[config.mk]
export PLATFORM = sky130hd
export DESIGN_NAME = yaz0ds_packer
export DESIGN_NICKNAME = d
export VERILOG_FILES = /design/src/yaz0ds_pkg.sv /design/src/yaz0ds_packer.sv
export VERILOG_INCLUDE_DIRS = /design/src /design/src/src
export SDC_FILE = /design/constraint.sdc
export NUM_CORES = 1
export LEC_CHECK = 0
export BUFFER_PORTS_ARGS = -buffer_cell sky130_fd_sc_hd__clkbuf_2
export CELL_PAD_IN_SITES_DETAIL_PLACEMENT = 1
export CELL_PAD_IN_SITES_GLOBAL_PLACEMENT = 2
export CORE_MARGIN = 1.5
export CORE_UTILIZATION = 35
export DETAILED_ROUTE_END_ITERATION = 16
export GPL_TIMING_DRIVEN = 1
export PLACE_DENSITY_LB_ADDON = 0.05
export SLEW_MARGIN = 0
export SYNTH_ARGS = -nofsm -noshare
export SYNTH_HDL_FRONTEND = slang
export SYNTH_SLANG_ARGS = --single-unit
[constraint.sdc]
create_clock -name clk_i -period 6.2 [get_ports clk_i]
set_input_delay 0.93 -clock clk_i [delete_from_list [all_inputs] [get_ports clk_i]]
set_output_delay 0.93 -clock clk_i [all_outputs]
set_load 0.03 [all_outputs]
[src/yaz0_decompressor_with_skip_top_macros.svh]
// Assertion helpers used by the packer.
`ifndef YAZ0_DECOMPRESSOR_WITH_SKIP_TOP_MACROS_SVH
`define YAZ0_DECOMPRESSOR_WITH_SKIP_TOP_MACROS_SVH

// Implication checked in the same cycle.
`define YZ_ASSERT_NOW(lbl, ante, cons) \
  lbl: assert property (@(posedge clk_i) disable iff (!rst_ni) (ante) |-> (cons)) \
    else $error("assertion failed");

// Implication checked in the following cycle.
`define YZ_ASSERT_NEXT(lbl, ante, cons) \
  lbl: assert property (@(posedge clk_i) disable iff (!rst_ni) (ante) |=> (cons)) \
    else $error("assertion failed");

`endif

[src/yaz0ds_pkg.sv]
// ----------------------------------------------------------------------------
// yaz0ds_pkg
// Shared types and constants of the Yaz0 decoder.
// ----------------------------------------------------------------------------
package yaz0ds_pkg;

  localparam int unsigned HeaderLast = 4'h0f;
  localparam int unsigned LongBias   = 8'h12;

  localparam logic [7:0] CfgSkip = 8'd0;
  localparam logic [7:0] CfgMaxo = 8'd1;

  typedef struct packed {
    logic       valid;
    logic       has_byte;
    logic [7:0] data;
    logic       last;
    logic       end_s;
    logic       bad;
  } pk_req_t;

  function automatic logic [7:0] magic_byte(input logic [1:0] idx);
    logic [7:0] m;
    case (idx)
      2'd0:    m = 8'h59;
      2'd1:    m = 8'h61;
      2'd2:    m = 8'h7a;
      default: m = 8'h30;
    endcase
    return m;
  endfunction

endpackage

[src/yaz0ds_packer.sv]
// ----------------------------------------------------------------------------
// yaz0ds_packer
// Packs decoded bytes into results and holds one result for the output side.
// ----------------------------------------------------------------------------
module yaz0ds_packer #(
  parameter int unsigned PACK_BYTES = 8
) (
  input  logic                clk_i,
  input  logic                rst_ni,
  input  logic                clr_i,
  input  yaz0ds_pkg::pk_req_t req_i,
  output logic                ready_o,
  output logic                out_valid_o,
  input  logic                out_ready_i,
  output logic [63:0]         out_bytes_o,
  output logic [3:0]          byte_count_o,
  output logic                last_of_run_o,
  output logic                stream_end_o,
  output logic                bad_magic_o,
  output logic [31:0]         total_out_o
);
  import yaz0ds_pkg::*;

  localparam int unsigned CW = $clog2(PACK_BYTES + 1);

  logic [7:0]    acc_q [PACK_BYTES];
  logic [7:0]    acc_n [PACK_BYTES];
  logic [CW-1:0] cnt_q, cnt_n;
  logic [31:0]   tot_q, tot_n;
  logic          ov_q;
  logic          out_free, emit, fire;
  logic [63:0]   packed_n;

  assign out_free = !ov_q || out_ready_i;
  assign emit     = req_i.valid && (!req_i.has_byte || req_i.last ||
                    cnt_q == CW'(PACK_BYTES - 1));
  assign ready_o  = !emit || out_free;
  assign fire     = req_i.valid && ready_o;

  always_comb begin
    packed_n = '0;
    for (int i = 0; i < PACK_BYTES; i++) begin
      acc_n[i] = acc_q[i];
      if (req_i.has_byte && cnt_q == CW'(i)) acc_n[i] = req_i.data;
      packed_n[8*i +: 8] = acc_n[i];
    end
    cnt_n = cnt_q + CW'(req_i.has_byte);
    tot_n = tot_q + 32'(cnt_n);
  end

  always_ff @(posedge clk_i or negedge rst_ni) begin
    if (!rst_ni) begin
      ov_q  <= 1'b0;
      cnt_q <= '0;
      tot_q <= '0;
      for (int i = 0; i < PACK_BYTES; i++) acc_q[i] <= 8'h00;
    end else begin
      if (out_ready_i) ov_q <= 1'b0;
      if (clr_i) tot_q <= '0;
      if (fire) begin
        if (emit) begin
          ov_q  <= 1'b1;
          cnt_q <= '0;
          tot_q <= tot_n;
          for (int i = 0; i < PACK_BYTES; i++) acc_q[i] <= 8'h00;
        end else begin
          cnt_q <= cnt_n;
          for (int i = 0; i < PACK_BYTES; i++) acc_q[i] <= acc_n[i];
        end
      end
    end
  end

  // Result register: payload needs no reset.
  always_ff @(posedge clk_i) begin
    if (fire && emit) begin
      out_bytes_o   <= packed_n;
      byte_count_o  <= 4'(cnt_n);
      last_of_run_o <= req_i.last || !req_i.has_byte;
      stream_end_o  <= req_i.end_s;
      bad_magic_o   <= req_i.bad;
      total_out_o   <= tot_n;
    end
  end

  assign out_valid_o = ov_q;

  `include "yaz0_decompressor_with_skip_top_macros.svh"
  `YZ_ASSERT_NOW(a_bad_empty, ov_q && bad_magic_o, byte_count_o == 4'd0 && !stream_end_o)
  `YZ_ASSERT_NOW(a_data_nonempty, ov_q && !bad_magic_o && !stream_end_o, byte_count_o != 4'd0)
  `YZ_ASSERT_NEXT(a_hold, ov_q && !out_ready_i, ov_q && $stable(total_out_o))
endmodule

# Word-level counts from Yosys, hierarchy flattened
# Index checks and enable logic that the tools add are counted.
# W data, S select, Z words.
dict set report totals {
  reg_bits 204
  inputBits 17
  out_inout_bits 105
  elab_cells 61
}
dict set report op_classes {
  n_addsub 2
  n_eq_ne 7
  n_mux 16
  n_reduce_logical 19
}
# cell count
set op_table {}
lappend op_table {{$mux W32} 3}
lappend op_table {{$mux W64} 1}
lappend op_table {{$mux W8} 8}
lappend op_table {{$add A32 B4 Y32} 1}
lappend op_table {{$eq A4 B3 Y1 const B} 4}
lappend op_table {{$logic_and A1 B1 Y1} 11}
lappend op_table {{$eq A4 B2 Y1 const B} 2}
lappend op_table {{$add A4 B1 Y4} 1}
lappend op_table {{$eq A4 B1 Y1 const B} 1}
lappend op_table {{$logic_not A4 Y1} 1}
lappend op_table {{$logic_or A1 B1 Y1} 4}
lappend op_table {{$mux W4} 1}
lappend op_table {{$logic_not A1 Y1} 3}
lappend op_table {{$mux W1} 3}

# Depth between registers and ports, before layout
dict set report depth {
  word_depth 8
  mapped_depth 10
  depth_no_buf 9
}

# Least setup slack after synthesis
# OpenSTA, ideal clock, no wires.
dict set report synth_timing {
  kind {input port to flip-flop}
  start {input port req_i[2] (netlist name)}
  end {register tot_q[2]}
  setup_ns 0.300
  arrival_time_ns 4.682
  required_time_ns 5.900
  setup_slack_ns 1.217
  stages 5
  n_path_buf 1
  path_cell_list {nand2b_1 o211ai_2 inv_2 clkbuf_1 o21ai_0}
}
dict set report synth_via {
  elab_chain_cells 7
  word_cells_on_any_way 8
  cone_classes {mux: 2; reduce/logical: 6}
}
# item line
set synth_lines {}
lappend synth_lines {{start: declaration} yaz0ds_packer.sv:11} ;# input yaz0ds_pkg::pk_req_t req_i,
lappend synth_lines {{$logic_or A1 B1 Y1 * (2 in series)} yaz0ds_packer.sv:35} ;# assign emit = req_i.valid && (!req_i.has_byte || req_i.last ||
lappend synth_lines {{$logic_and A1 B1 Y1 *} yaz0ds_packer.sv:35}
lappend synth_lines {{$logic_not A1 Y1} yaz0ds_packer.sv:37} ;# assign ready_o = !emit || out_free;
lappend synth_lines {{$logic_or A1 B1 Y1} yaz0ds_packer.sv:37}
lappend synth_lines {{$logic_and A1 B1 Y1} yaz0ds_packer.sv:38} ;# assign fire = req_i.valid && ready_o;
lappend synth_lines {{$mux W32 *} yaz0ds_packer.sv:60} ;# if (fire) begin
lappend synth_lines {{end signal: assignment} yaz0ds_packer.sv:64} ;# tot_q <= tot_n;
lappend synth_lines {{end: declaration} yaz0ds_packer.sv:29} ;# logic [31:0] tot_q, tot_n;
# Every way passes the cells marked *; elsewhere a longest branch is shown, timed or not.
# A chain may end at the register's enable or synchronous reset.

# Final worst setup path
dict set report layout_timing {
  start {register cnt_q[2]}
  end {register tot_q[17]}
}
dict set report layout_via {
  elab_chain_cells 7
  word_cells_on_any_way 10
  cone_classes {add/sub: 2; eq/ne: 1; mux: 2; reduce/logical: 5}
}
# item line
set layout_lines {}
lappend layout_lines {{start: declaration} yaz0ds_packer.sv:28} ;# logic [CW-1:0] cnt_q, cnt_n;
lappend layout_lines {{start signal: assignment} yaz0ds_packer.sv:67} ;# cnt_q <= cnt_n;
lappend layout_lines {{branches (longest 6 deep; another with $add A32 B4 Y32)} -}
lappend layout_lines {{$mux W32 *} yaz0ds_packer.sv:60}
# Mark *: on every way between the ends.

==> metrics <==
status=finished clean; Cell Pwr Density=between 200 and 300 mW/mm^2; Max-Slew Margin vs Limit=a little over a third; Clock power frac=42.4%; top post-synthesis cells by area=edfxtp_1 (35%), dfrtp_1 (29%), mux2_2 (8.2%); CTS tree=built; syn nets=approximately 670; Synth Cell Area=roughly 0.009 mm^2; RSZ-0062 raised after global routing=no; leading area contributor after synthesis=edfxtp_1; multi-input logic area=0.00293 mm^2; Final Hold Viols=0; Syn Area/Cell=13.5 um^2; final setup fails=0; CTS sink count=slightly above 200; final net count=786; most frequent cell after synthesis=edfxtp_1; Synth warnings=0; CTS clk-pin slew, worst paths=0.06 ns; Buffers on Ports=121; die height=161 um; die span in x=approximately 160 um; startpoint types=register; antenna cells=0; GP Congestion=approximately 0.73; hold buffers post-CTS=0; FMAX=301 MHz; Period Utilization, post-route=53.6%; min cycle time layout=3.32 ns; vias=5862; MaxCap Viol Count=0; CP Data Arrival Time=3.74 ns; drt total wl=22900 um; Die Area=around 0.026 mm^2; clk_skew=0.00899 ns; Leak=4.42 nW; Setup TNS=0 ns; switching share of power=roughly a quarter; switching pwr=0.000766 W; largest net degree at the start of global routing=80; initial antenna violation count=0; WS Path Type=reg -> reg; worst min-delay path class=in -> async; layout cells sized above 1=29.4%; Post-DRT Antenna Nets=0; Most used DFF post-synth=edfxtp_1; hold_ws=0.459 ns; core area=0.0245 mm^2; Skew-Pair Late Insertion Delay=0.51 ns; cts repair resizes=0; #FFs+latches synth=~200; first-pass GRT wire length=roughly 36000 um; FF/Latch Area=0.00562 mm^2; overall routing resource usage=17.8%; Max Slew Vio Count=0; vias per cell=5.31; cells on worst reg2reg path=7; post-DP HPWL=14800 um; vias in the first global route=6273; TritonCTS Buffers=24; Layout Utilization=42.5%; Slew @ Worst Pin=0.963 ns; Comb power frac=8.7%; Pint=0.00231 W; gr ovfl total=0; Post-synth top cells=edfxtp_1 (103), dfrtp_1 (101), mux2_2 (64), a22o_1 (56); root buf cell=clkbuf_16; setup bufs post-CTS=0; Reg power frac=approximately 50%; Max H-tree Level=1; Fillers=2568; ys async rst share=just under 50%; Area Growth Syn to Fin=18.3%; Req. time, crit path=between 6 and 7 ns; WL per Instance=20.8 um; Mapped Cells=650; Seq/Total Area, Yosys=64.0%; Row Count=57; I/O Pins=122; Initial DRC Count=312; DRT Pass-1 Iters=4; CP max FO=79; area share of the largest cell type after synthesis=a little over a third; DRC=0; initial cell density of the core=roughly 36%; critical path endpoint category=register; number of synthesized flops with an enable pin=103; post-synth cell types=50; maximum clock path buffer count=3; VDD IR max=0.147 mV
-- worst paths after layout --
| check | startpoint | end | slack [ns] |
|---|---|---|---|
| setup / recovery | cnt_q[2]$_DFFE_PN0P_ | tot_q[17]$_DFF_PN0_ | 2.88 |
| hold / removal | rst_ni | acc_q[41]$_DFFE_PN0P_ | 0.46 |
| setup reg to reg | cnt_q[2]$_DFFE_PN0P_ | tot_q[17]$_DFF_PN0_ | 2.88 |
| hold reg to reg | acc_q[2]$_DFFE_PN0P_ | acc_q[2]$_DFFE_PN0P_ | 0.48 |
| max in group asynchronous | rst_ni | tot_q[10]$_DFF_PN0_ | 4.51 |
| min in group clk_i | acc_q[2]$_DFFE_PN0P_ | acc_q[2]$_DFFE_PN0P_ | 0.48 |
-- through the flow --
step                instances  worst slack [ns]  area (um^2)  power [W]
floorplan                 650              1.22         8780    0.00170
global placement         1060              2.52         9670    0.00179
detailed placement       1060              2.38         9670    0.00180
CTS                      1103              2.82        10400    0.00312
global route             1103              2.55        10400    0.00319
finish                   1103              2.88        10400    0.00307
-- metal layers --
| metal | share of wire (%) | wire length (um) | vias to the layer above | global-route usage (%) |
|---|---|---|---|---|
| li1 | - | - | 2683 | - |
| met1 | 44 | 10100 | 3026 | 23.1 |
| met2 | 50 | 11600 | 125 | 31.1 |
| met3 | 4.0 | 923 | 28 | 2.72 |
| met4 | 1.5 | 344 | 0 | 4.25 |
| met5 | 0 | 0 | - | 0 |
-- power by group through the flow --
stage	logic (W)	registers, W	clock network (W)
2_1_floorplan	0.0000936	0.00160	0
3_3_place_gp	0.000268	0.00153	0
3_5_place_dp	0.000273	0.00153	0
4_1_cts	0.000275	0.00150	0.00134
5_1_grt	0.000290	0.00150	0.00139
6_report	0.000268	0.00150	0.00130
-- worst max-delay path, cell delays in order (launching register included) --
cell and delay (ns):
dfrtp_1 0.55, and4b_1 0.30, o211ai_2 0.08, buf_4 0.28, inv_4 0.74, buf_4 0.74, o21ai_0 0.20, a31oi_1 0.22
-- logic make-up after synthesis --
logic type               share of synthesized area (%)
AO/OA/AOI/OAI                                     12.9
XOR/XNOR                                          3.09
adder cells (fa/ha/maj)                           1.08
buffers and inverters                             2.69
flip-flops                                        64.0
multiplexers                                      8.21
AND/OR/NAND/NOR                                   8.06
-- layout make-up --
type	instances	area share (%)
flip-flops and latches	204	54.1
multi-input cells	391	28.2
clock buffers	38	6.69
repair buffers	129	6.43
well taps	324	3.90
inverters	12	0.458
clock inverters	5	0.229
-- placed cells by master (no fill, tap or decap), drive strengths merged, types with 12 or more instances in the layout --
master	n
a21oi	12
a22o	56
a31oi	19
a41oi	12
clkbuf	158
dfrtp	101
edfxtp	103
inv	12
mux2	64
nand2	29
nand3	14
nor2	29
o21ai	34
xnor2	21
-- registers in the layout, summed over array words and instances, names as in the netlist --
name	count
acc_q	64
bad_magic_o	1
byte_count_o	4
cnt_q	4
last_of_run_o	1
out_bytes_o	64
out_valid_o	1
stream_end_o	1
tot_q	32
total_out_o	32
Note: power is estimated with default switching activity, not from simulation.
